`src/rtl/efb_pkg.sv`:
```
package efb_pkg;

    localparam int MAX_FRAME_DEFAULT   = 128;
    localparam int QUEUE_DEPTH_DEFAULT = 2;

    localparam logic [7:0] SYNC_CHAR   = 8'h24;
    localparam logic [7:0] ESC_CHAR    = 8'h21;
    localparam logic [7:0] ESC_SYNC    = 8'h30;
    localparam logic [7:0] ESC_ESC     = 8'h31;
    localparam logic [7:0] CMD_RESET   = 8'h35;
    localparam logic [7:0] CK_INVERT   = 8'hff;
    localparam logic [8:0] START_EXTRA = 9'd5;

    localparam logic OP_START = 1'b0;
    localparam logic OP_DATA  = 1'b1;

    localparam logic [1:0] ST_OK       = 2'd0;
    localparam logic [1:0] ST_TOO_LONG = 2'd1;
    localparam logic [1:0] ST_OVERFLOW = 2'd2;
    localparam logic [1:0] ST_NO_FRAME = 2'd3;

    localparam int JOB_UNITS  = 5;
    localparam int UNIT_IDX_W = 3;

    typedef struct packed {
        logic       operation;
        logic [7:0] payload_byte;
        logic [7:0] channel;
        logic [7:0] payload_length;
    } item_t;

    typedef struct packed {
        logic [7:0] out_byte;
        logic       byte_valid;
        logic       last_of_run;
        logic       frame_done;
        logic [1:0] status;
    } result_t;

    // One source byte of a run; esc marks a byte that is byte-stuffed if it is a special character.
    typedef struct packed {
        logic       esc;
        logic [7:0] data;
    } unit_t;

    typedef struct packed {
        logic                   byte_valid;
        logic                   close;
        logic [1:0]             status_last;
        logic [UNIT_IDX_W-1:0]  last_idx;
        unit_t [JOB_UNITS-1:0]  units;
    } job_t;

    function automatic logic is_special(input logic [7:0] b);
        is_special = (b == SYNC_CHAR) || (b == ESC_CHAR);
    endfunction

    function automatic logic [8:0] esc_len(input logic [7:0] b);
        esc_len = is_special(b) ? 9'd2 : 9'd1;
    endfunction

endpackage

```
`src/rtl/efb_front.sv`:
```
module efb_front #(
    parameter int MAX_FRAME = efb_pkg::MAX_FRAME_DEFAULT
) (
    input  logic          clk,
    input  logic          rst_n,
    input  logic          cfg_write,
    input  logic [7:0]    cfg_data,
    input  logic          accept,
    input  efb_pkg::item_t item,
    output efb_pkg::job_t  job
);

    localparam logic [8:0] MaxLimit = 9'(MAX_FRAME);

    logic [7:0] command_char_reg;
    logic       frame_open_reg, frame_open_next;
    logic [7:0] remaining_reg, remaining_next;
    logic [7:0] sum_reg, sum_next;
    logic [8:0] count_reg, count_next;

    always_comb
    begin
        logic [7:0] len2;
        logic [7:0] s;
        logic [7:0] ck;
        logic [7:0] rem1;
        logic [8:0] cnt;
        logic       close;

        job             = '0;
        frame_open_next = frame_open_reg;
        remaining_next  = remaining_reg;
        sum_next        = sum_reg;
        count_next      = count_reg;
        len2  = item.payload_length + 8'd2;
        s     = '0;
        ck    = '0;
        rem1  = '0;
        cnt   = '0;
        close = 1'b0;

        if (item.operation == efb_pkg::OP_START)
        begin
            frame_open_next = 1'b0;
            remaining_next  = '0;
            sum_next        = '0;
            count_next      = '0;
            if ({1'b0, item.payload_length} + efb_pkg::START_EXTRA > MaxLimit)
            begin
                job.status_last = efb_pkg::ST_TOO_LONG;
            end
            else
            begin
                s     = command_char_reg + item.channel;
                ck    = s ^ efb_pkg::CK_INVERT;
                close = (item.payload_length == 8'd0);
                cnt   = 9'd2 + efb_pkg::esc_len(len2) + efb_pkg::esc_len(command_char_reg)
                        + (close ? efb_pkg::esc_len(ck) : 9'd0);
                job.byte_valid  = 1'b1;
                job.close       = close;
                job.status_last = (close && cnt > MaxLimit) ? efb_pkg::ST_OVERFLOW
                                                            : efb_pkg::ST_OK;
                job.last_idx    = close ? efb_pkg::UNIT_IDX_W'(4) : efb_pkg::UNIT_IDX_W'(3);
                job.units[0]    = '{esc: 1'b0, data: efb_pkg::SYNC_CHAR};
                job.units[1]    = '{esc: 1'b1, data: len2};
                job.units[2]    = '{esc: 1'b1, data: command_char_reg};
                job.units[3]    = '{esc: 1'b0, data: item.channel};
                job.units[4]    = '{esc: 1'b1, data: ck};
                frame_open_next = !close;
                remaining_next  = item.payload_length;
                sum_next        = s;
                count_next      = cnt;
            end
        end
        else if (!frame_open_reg)
        begin
            job.status_last = efb_pkg::ST_NO_FRAME;
        end
        else
        begin
            s     = sum_reg + item.payload_byte;
            ck    = s ^ efb_pkg::CK_INVERT;
            rem1  = remaining_reg - 8'd1;
            close = (rem1 == 8'd0);
            cnt   = count_reg + efb_pkg::esc_len(item.payload_byte)
                    + (close ? efb_pkg::esc_len(ck) : 9'd0);
            job.byte_valid  = 1'b1;
            job.close       = close;
            job.status_last = (close && cnt > MaxLimit) ? efb_pkg::ST_OVERFLOW
                                                        : efb_pkg::ST_OK;
            job.last_idx    = close ? efb_pkg::UNIT_IDX_W'(1) : efb_pkg::UNIT_IDX_W'(0);
            job.units[0]    = '{esc: 1'b1, data: item.payload_byte};
            job.units[1]    = '{esc: 1'b1, data: ck};
            frame_open_next = !close;
            remaining_next  = rem1;
            sum_next        = s;
            count_next      = cnt;
        end
    end

    always_ff @(posedge clk or negedge rst_n)
    begin
        if (!rst_n)
        begin
            command_char_reg <= efb_pkg::CMD_RESET;
            frame_open_reg   <= 1'b0;
            remaining_reg    <= '0;
            sum_reg          <= '0;
            count_reg        <= '0;
        end
        else
        begin
            if (cfg_write)
            begin
                command_char_reg <= cfg_data;
            end
            if (accept)
            begin
                frame_open_reg <= frame_open_next;
                remaining_reg  <= remaining_next;
                sum_reg        <= sum_next;
                count_reg      <= count_next;
            end
        end
    end

endmodule

```
`src/rtl/efb_queue.sv`:
```
module efb_queue #(
    parameter int DEPTH = efb_pkg::QUEUE_DEPTH_DEFAULT
) (
    input  logic          clk,
    input  logic          rst_n,
    input  logic          push,
    input  efb_pkg::job_t push_job,
    output logic          full,
    input  logic          pop,
    output logic          not_empty,
    output efb_pkg::job_t head
);

    localparam int IW = (DEPTH > 1) ? $clog2(DEPTH) : 1;
    localparam int CW = $clog2(DEPTH + 1);

    efb_pkg::job_t mem_reg [DEPTH];
    logic [IW-1:0] wr_ptr_reg;
    logic [IW-1:0] rd_ptr_reg;
    logic [CW-1:0] count_reg;
    logic          do_push;
    logic          do_pop;

    assign full      = (count_reg == CW'(DEPTH));
    assign not_empty = (count_reg != '0);
    assign head      = mem_reg[rd_ptr_reg];
    assign do_push   = push && !full;
    assign do_pop    = pop && not_empty;

    always_ff @(posedge clk)
    begin
        if (do_push)
        begin
            mem_reg[wr_ptr_reg] <= push_job;
        end
    end

    always_ff @(posedge clk or negedge rst_n)
    begin
        if (!rst_n)
        begin
            wr_ptr_reg <= '0;
            rd_ptr_reg <= '0;
            count_reg  <= '0;
        end
        else
        begin
            if (do_push)
            begin
                wr_ptr_reg <= (wr_ptr_reg == IW'(DEPTH - 1)) ? '0 : wr_ptr_reg + 1'b1;
            end
            if (do_pop)
            begin
                rd_ptr_reg <= (rd_ptr_reg == IW'(DEPTH - 1)) ? '0 : rd_ptr_reg + 1'b1;
            end
            if (do_push && !do_pop)
            begin
                count_reg <= count_reg + 1'b1;
            end
            else if (do_pop && !do_push)
            begin
                count_reg <= count_reg - 1'b1;
            end
        end
    end

endmodule

```
`src/rtl/efb_back.sv`:
```
module efb_back (
    input  logic             clk,
    input  logic             rst_n,
    input  efb_pkg::job_t    head,
    input  logic             head_valid,
    output logic             pop,
    output logic             result_valid,
    input  logic             result_stall,
    output efb_pkg::result_t result
);

    efb_pkg::job_t                  cur_reg, cur_next;
    logic                           busy_reg, busy_next;
    logic [efb_pkg::UNIT_IDX_W-1:0] idx_reg, idx_next;
    logic                           sec_reg, sec_next;
    logic                           out_valid_reg, out_valid_next;
    efb_pkg::result_t               out_reg, out_next;

    always_comb
    begin
        logic                           advance;
        logic                           go;
        efb_pkg::job_t                  job;
        logic [efb_pkg::UNIT_IDX_W-1:0] idx;
        logic                           sec;
        efb_pkg::unit_t                 unit;
        logic                           special;
        logic                           unit_end;
        logic                           run_end;
        logic [7:0]                     b;

        advance = !out_valid_reg || !result_stall;
        go      = advance && (busy_reg || head_valid);
        job     = busy_reg ? cur_reg : head;
        idx     = busy_reg ? idx_reg : '0;
        sec     = busy_reg && sec_reg;
        unit    = job.units[idx];
        special = unit.esc && efb_pkg::is_special(unit.data);
        if (sec)
        begin
            b = (unit.data == efb_pkg::SYNC_CHAR) ? efb_pkg::ESC_SYNC : efb_pkg::ESC_ESC;
        end
        else
        begin
            b = special ? efb_pkg::ESC_CHAR : unit.data;
        end
        unit_end = !special || sec;
        run_end  = unit_end && (idx == job.last_idx);

        pop            = advance && !busy_reg && head_valid;
        cur_next       = cur_reg;
        busy_next      = busy_reg;
        idx_next       = idx_reg;
        sec_next       = sec_reg;
        out_valid_next = out_valid_reg;
        out_next       = out_reg;

        if (go)
        begin
            out_valid_next       = 1'b1;
            out_next.out_byte    = b;
            out_next.byte_valid  = job.byte_valid;
            out_next.last_of_run = run_end;
            out_next.frame_done  = run_end && job.close;
            out_next.status      = run_end ? job.status_last : efb_pkg::ST_OK;
            cur_next             = job;
            busy_next            = !run_end;
            idx_next             = unit_end ? idx + 1'b1 : idx;
            sec_next             = !unit_end;
        end
        else if (advance)
        begin
            out_valid_next = 1'b0;
        end
    end

    always_ff @(posedge clk)
    begin
        cur_reg <= cur_next;
        out_reg <= out_next;
    end

    always_ff @(posedge clk or negedge rst_n)
    begin
        if (!rst_n)
        begin
            busy_reg      <= 1'b0;
            idx_reg       <= '0;
            sec_reg       <= 1'b0;
            out_valid_reg <= 1'b0;
        end
        else
        begin
            busy_reg      <= busy_next;
            idx_reg       <= idx_next;
            sec_reg       <= sec_next;
            out_valid_reg <= out_valid_next;
        end
    end

    assign result_valid = out_valid_reg;
    assign result       = out_reg;

endmodule

```
`src/rtl/escaped_frame_builder_top.sv`:
```
// Channel   Handshake                     Payload
// item      item_valid / item_stall       efb_pkg::item_t
// result    result_valid / result_stall   efb_pkg::result_t
// config    cfg_write                     cfg_data (command character)
//
// The output register passes one result per cycle unless result_stall holds it. An item produces
// one result for an error report, one to four for a payload byte, up to seven for a start item.
// An accepted item's job is stored in the queue, then its first result in the output register.
// The job queue holds QUEUE_DEPTH items; item_stall is high only while it is full.
// Reset is asynchronous and active low; the command character resets to '5'.
module escaped_frame_builder_top #(
    parameter int MAX_FRAME   = efb_pkg::MAX_FRAME_DEFAULT,
    parameter int QUEUE_DEPTH = efb_pkg::QUEUE_DEPTH_DEFAULT
) (
    input  logic             clk,
    input  logic             rst_n,
    input  logic             cfg_write,
    input  logic [7:0]       cfg_data,
    input  logic             item_valid,
    output logic             item_stall,
    input  efb_pkg::item_t   item,
    output logic             result_valid,
    input  logic             result_stall,
    output efb_pkg::result_t result
);

    efb_pkg::job_t new_job;
    efb_pkg::job_t head_job;
    logic          q_full;
    logic          q_not_empty;
    logic          q_pop;
    logic          accept;

    assign item_stall = q_full;
    assign accept     = item_valid && !q_full;

    efb_front #(
        .MAX_FRAME (MAX_FRAME)
    ) u_front (
        .clk       (clk),
        .rst_n     (rst_n),
        .cfg_write (cfg_write),
        .cfg_data  (cfg_data),
        .accept    (accept),
        .item      (item),
        .job       (new_job)
    );

    efb_queue #(
        .DEPTH (QUEUE_DEPTH)
    ) u_queue (
        .clk       (clk),
        .rst_n     (rst_n),
        .push      (accept),
        .push_job  (new_job),
        .full      (q_full),
        .pop       (q_pop),
        .not_empty (q_not_empty),
        .head      (head_job)
    );

    efb_back u_back (
        .clk          (clk),
        .rst_n        (rst_n),
        .head         (head_job),
        .head_valid   (q_not_empty),
        .pop          (q_pop),
        .result_valid (result_valid),
        .result_stall (result_stall),
        .result       (result)
    );

endmodule

```
`config.mk`:
```
export PLATFORM = sky130hd
export DESIGN_NAME = escaped_frame_builder_top
export DESIGN_NICKNAME = d
export VERILOG_FILES = /design/src/rtl/efb_pkg.sv /design/src/rtl/efb_front.sv /design/src/rtl/efb_queue.sv /design/src/rtl/efb_back.sv /design/src/rtl/escaped_frame_builder_top.sv
export SDC_FILE = /design/constraint.sdc
export NUM_CORES = 1
export LEC_CHECK = 0
export ABC_AREA = 1
export BUFFER_PORTS_ARGS = -buffer_cell sky130_fd_sc_hd__buf_2
export CAP_MARGIN = 20
export CORE_ASPECT_RATIO = 1.2
export CORE_MARGIN = 2
export CORE_UTILIZATION = 43
export DETAILED_ROUTE_END_ITERATION = 8
export HOLD_SLACK_MARGIN = 0.05
export PLACE_DENSITY = 0.56
export SYNTH_ARGS = -nofsm -noshare
export SYNTH_HDL_FRONTEND = slang
export SYNTH_HIERARCHICAL = 1
export SYNTH_SLANG_ARGS = --single-unit
```
`constraint.sdc`:
```
create_clock -name clk -period 4.75 [get_ports clk]
set_input_delay 0 -clock clk [delete_from_list [all_inputs] [get_ports clk]]
set_output_delay 0 -clock clk [all_outputs]
set_load 0.02 [all_outputs]
```
# --- Word level (Yosys, flattened, before mapping) ---
# Memory sizes are Yosys's and may differ from the RTL's.
# Cells that the tools add are included.
classes:
  addsub: 15
  order_cmp: 4
  n_eq_ne: 15
  n_mux: 49
  bitwise: 3
  n_reduce_logical: 41
ops:
  columns: ["op", "count"]
  rows:
  - ["$eq 8x6->1 const B", 12]
  - ["$mux 8", 8]
  - ["$mux 9", 6]
  - ["$mux 52", 1]
  - ["$mux 48", 1]
  - ["$add 9x9->9", 4]
  - ["$mux 18", 2]
  - ["$bmux 9 s3", 1]
  - ["$gt 9x8->1 const B", 3]
  - ["$mux 27", 1]
  - ["$mux 2", 13]
  - ["$add 8x8->8", 2]
  - ["$logic_not 8->1", 2]
  - ["$not 8->8", 2]
  - ["$logic_and 1x1->1", 14]
  - ["$mux 3", 4]
  - ["$logic_not 1->1", 11]
  - ["$mux 1", 11]
  - ["$add 2x9->9 const A", 1]
  - ["$add 8x3->9 const B", 1]
  - ["$logic_or 1x1->1", 9]
  - ["$add 8x2->8 const B", 1]
  - ["$sub 8x1->8 const B", 1]
  - ["$mux 7", 1]
  - ["other kinds (11)", 15]
word_totals:
  regBits: 108
  ram_bits: 104
  out_inout_bits: 15
  mem_count: 1
mem_list:
  columns: ["memory", "words", "word_bits", "rd", "rd_clocked_by_memory_dff", "wr", "line_no", "source"]
  rows:
  - ["u_queue.mem_reg", 2, 52, 1, 0, 1, "efb_queue.sv:17", "efb_pkg::job_t mem_reg [DEPTH];"]

# --- Logic depth before layout (Yosys ltp) ---
logic_depth:
  word_depth: 12
  ltp_mapped: 23

# --- Modules after synthesis ---
# The synthesis kept the hierarchy.
by_module_without_submodules:
  columns: ["mod", "instances", "cells_per_inst", "area_per_inst_um2"]
  rows:
  - ["efb_queue", 1, 303, 4056.4]
  - ["efb_back", 1, 412, 3588.4]
  - ["efb_front", 1, 519, 3368.2]
  - ["escaped_frame_builder_top", 1, 2, 10.0]

# --- Worst setup path after synthesis ---
# No wires, ideal clock.
synth_timing:
  kind: "register -> register"
  from: "register u_front.sum_reg[0]"
  to: "memory u_queue/mem_reg[0][49] (netlist name), data pin"
  arrival_time_ns: 3.525
  required_time_ns: 4.493
  path_slack_ns: 0.968
  path_stages_with_launch: 22
  n_path_buf: 0
  cell_sequence: "dfrtp_1 > ha_1 > fa_1 > xor2_1 > or2_1 > nand3_1 > nor2_1 > nand3_1 > nor2_1 > nand3_1 > fa_1 > inv_1 > ha_1 > fa_1 > nor3_1 > nand2_1 > nor2_1 > nand3_1 > nand2_1 > nand2_1 > nand3_1 > nand2_1"
synth_lines:
  columns: ["item", "line_no", "source"]
  rows:
  - ["start, declared", "efb_front.sv:18", "logic [7:0] sum_reg, sum_next;"]
  - ["start signal, assigned", "efb_front.sv:121", "sum_reg <= sum_next;"]
  - ["end, declared", "efb_queue.sv:17", null]

==> summary.txt <==
Floorplan
  – Die area: between 0.02 and 0.03 mm²
  – Total core area: 0.0254 mm²
  – Initial Utilization: 0.434
  – Die X: 150 µm
  – # IOs: 53
  – Die height: roughly 180 µm
  – # rows: 64

Final layout
  – Ant. Diodes: 0
  – Max reg flops: approximately 100
  – Final core occ: 0.504
  – Layout area overhead: 16.1%
  – Share of layout cells above drive strength 1: 0.101
  – Nets: 1403

Critical path
  – Critical path peak fanout: 4
  – Register-to-register setup slack: 0.58 ns
  – Worst endpoint data arrival time: 4.43 ns
  – Setup Crit Path Kind: reg -> reg
  – Critical-path top delay cell: fa_1
  – Crit-path cells: ha_1 -> fa_1 -> xor2_1 -> or2_1 -> nand3_1 -> nor2_1 -> nand3_1 -> nor2_1 -> nand3_1 -> fa_1 -> inv_1 -> ha_1 -> fa_1 -> nor3_1 -> nand2_1 -> nor2_1 -> nand3_1 -> nand2_1 -> nand2_1 -> nand3_1 -> nand2_1
  – CP Capture Type: flip-flop
  – Cell repeated most along the worst path: nand3_1
  – Worst EP required: around 5 ns
  – Startpoint Class: flip-flop
  – Reg-to-reg critical path endpoint: u_queue/mem_reg[0][49]
  – Slowest stage delay, CP: 0.49 ns
  – Critical Path Start: u_front/sum_reg[0]
  – Reg2Reg Launch Point: u_front/sum_reg[0]
  – Length in cells of the worst reg-to-reg path: 21
  – Critical path endpoint: u_queue/mem_reg[0][49]

Power
  – LEAKAGE: 0.00588 µW
  – Cell Pwr Density: between 600 and 700 mW/mm²
  – VDD IR max: 0.000309 V

Hold path
  – Hold Path Class: in -> async

Place
  – Post-DP HPWL: 17600 µm
  – Input/output buffers: 52
  – RePlAce Congestion: 0.866
  – Post-place setup slack: ~0.60 ns

Synth
  – Post-Syn Nets: 1304
  – Sequential cell area fraction in the yosys report: 0.558
  – Cells after Synth: approximately 1200
  – Unique masters post-synth: 47
  – YS warnings: 6
  – Mapped Area: between 0.01 and 0.015 mm²
  – Leading area contributor after synthesis: edfxtp_1
  – Asr flop ratio synth: 0.208
  – Synth cell count leaders: nand2_1, edfxtp_1, inv_1, nor2_1, nand3_1
  – Synthesized area per cell: between 8 and 9 µm²
  – Synth top area share: 0.458
  – Ys flop type: edfxtp_1
  – Most common cell in the synthesized netlist: nand2_1
  – EDFF count, synth: 168
  – Synthesis-stage register bit count: ~210
  – Largest cells by area after synthesis: edfxtp_1, nand2_1, dfrtp_1, inv_1, nand3_1

STA
  – Setup TNS: 0 ns
  – Slew Limit Fails: 0
  – Unrepaired setup endpoints after global routing: false
  – Slew HR: 0.383
  – Final clock skew: slightly above 0.01 ns
  – PnR worst setup slack: just under 0.6 ns
  – Setup violations, final: 0
  – Worst Tran Pin Value: 0.925 ns
  – Final Critical Period: 4.17 ns
  – FMAX: roughly 0.24 GHz
  – Final Cycle Share: 0.878
  – Fin. Hold Viols: 0

Clocking
  – H-Tree Level Count: 1
  – Post-CTS Resized: 0
  – Root buffer cell: clkbuf_16
  – CTS tree: done
  – Maximum clock path buffer count: 3
  – CTS buffer count: 24
  – Reg clk slew, reported paths: approximately 0.06 ns
  – Clock sinks: 212
  – Worst skew pair latency: 0.51 ns

Global routing
  – Largest net degree at the start of global routing: 54
  – Initial antenna violation count: 0
  – Grt total ovfl: 0
  – First-pass GRT wire length: 42700 µm
  – GRT Total Usage: 0.202
  – Vias in the first global route: 7943

Detailed routing
  – Starting DRT DRC Count: 640
  – Antenna Nets Post-Route: 0
  – Vias/cell: between 4 and 5
  – Count of TritonRoute iterations in the first routing pass: 5
  – Drc violations: 0
  – WL final: 26600 µm
  – Total number of vias: between 8000 and 9000
  – Drt wl/cell: 15.8 µm

Status
  – Status: finished, final reports clean

Job
  – Max cap viols: 0
layer usage:
metal  vias to the layer above  wire length (µm)  track usage  part of all wire
met1                      3891             12200        0.282              0.46
li1                       4212                 -            -                 -
met3                        37               996       0.0210             0.037
met2                       187             12800        0.337              0.48
met4                         0               558       0.0582             0.021
met5                         -                 0            0                 0
cells in the final DEF (no fill, tap or decap), types with 3 or more instances in the layout:
cell,netlist,final
nand3_2,3,3
nand4_1,9,9
o211ai_1,3,3
nand2_2,4,4
dfstp_2,4,4
o21ai_0,36,36
xnor2_1,7,7
or2_1,4,4
nand3_1,84,84
a31oi_1,7,7
clkbuf_1,9,9
or2_2,5,5
dfrtp_1,40,40
o22ai_1,8,8
inv_2,6,8
nand2_1,452,452
nor2_1,94,93
inv_1,130,129
a22oi_1,6,6
o21ai_1,8,8
xor2_1,15,15
dlygate4sd3_1,0,56
nor2_4,2,3
edfxtp_1,168,168
buf_4,12,10
fa_1,6,6
buf_2,11,52
ha_1,24,24
clkinv_1,2,3
clkbuf_8,0,5
a21oi_1,33,33
clkbuf_16,0,25
nor3_1,6,6
cell type report:
cell class / instances / area, µm²
fill: 2372 / 12600
sequential: 212 / 6150
multi-input combinational: 837 / 4020
timing repair buffer: 119 / 916
clock buffer: 39 / 728
inverter: 141 / 539
tap: 330 / 413
clock inverter: 5 / 26.3
worst min-delay path by stage:
stage,cells past startpoint,startpoint,to
after floorplan,0,rst_n,u_back/busy_reg
after global placement,2,rst_n,u_front/command_char_reg[6]
after detailed placement,2,rst_n,u_front/command_char_reg[3]
after CTS,3,rst_n,u_front/command_char_reg[3]
after global routing,3,rst_n,u_front/sum_reg[2]
final,3,rst_n,u_front/command_char_reg[3]
where the power goes:
group | switching (µW) | internal, µW | total [µW] | leakage, µW
clock network | 715 | 1040 | 1760 | 0.000370
logic | 2210 | 1000 | 3210 | 0.00335
registers | 231 | 2920 | 3150 | 0.00216
cells by family after synthesis:
logic type / synth area share
compound gates: 0.0548
flops: 0.558
buf+inv: 0.0781
other cells: 0.000340
fa+ha+maj: 0.0381
simple gates: 0.253
xor+xnor: 0.0175
critical path, delay by kind of cell (launching register included):
kind / cells / cell delay [ns]
adder cells (fa/ha/maj): 5 / 1.81
buffers and inverters: 1 / 0.04
AND/OR/NAND/NOR: 14 / 1.42
XOR/XNOR: 1 / 0.28
flip-flops: 1 / 0.38
per-stage QoR:
stage	area, µm²	instances	power [µW]	hold WS [ns]
after floorplan	11000	1236	5550	-0.296
after global placement	11500	1583	6300	0.164
after detailed placement	11500	1583	6330	0.163
after CTS	12800	1683	8180	0.166
after global routing	12800	1683	8760	0.227
final	12800	1683	8120	0.145
timing repair:
action | CTS | global route
endpoints found under the setup margin | 0 | 0
hold buffers | 56 | 0
buffers inserted | 0 | 0
endpoints found under the hold margin | 113 | 0
Power figures use the tool's default switching activity.
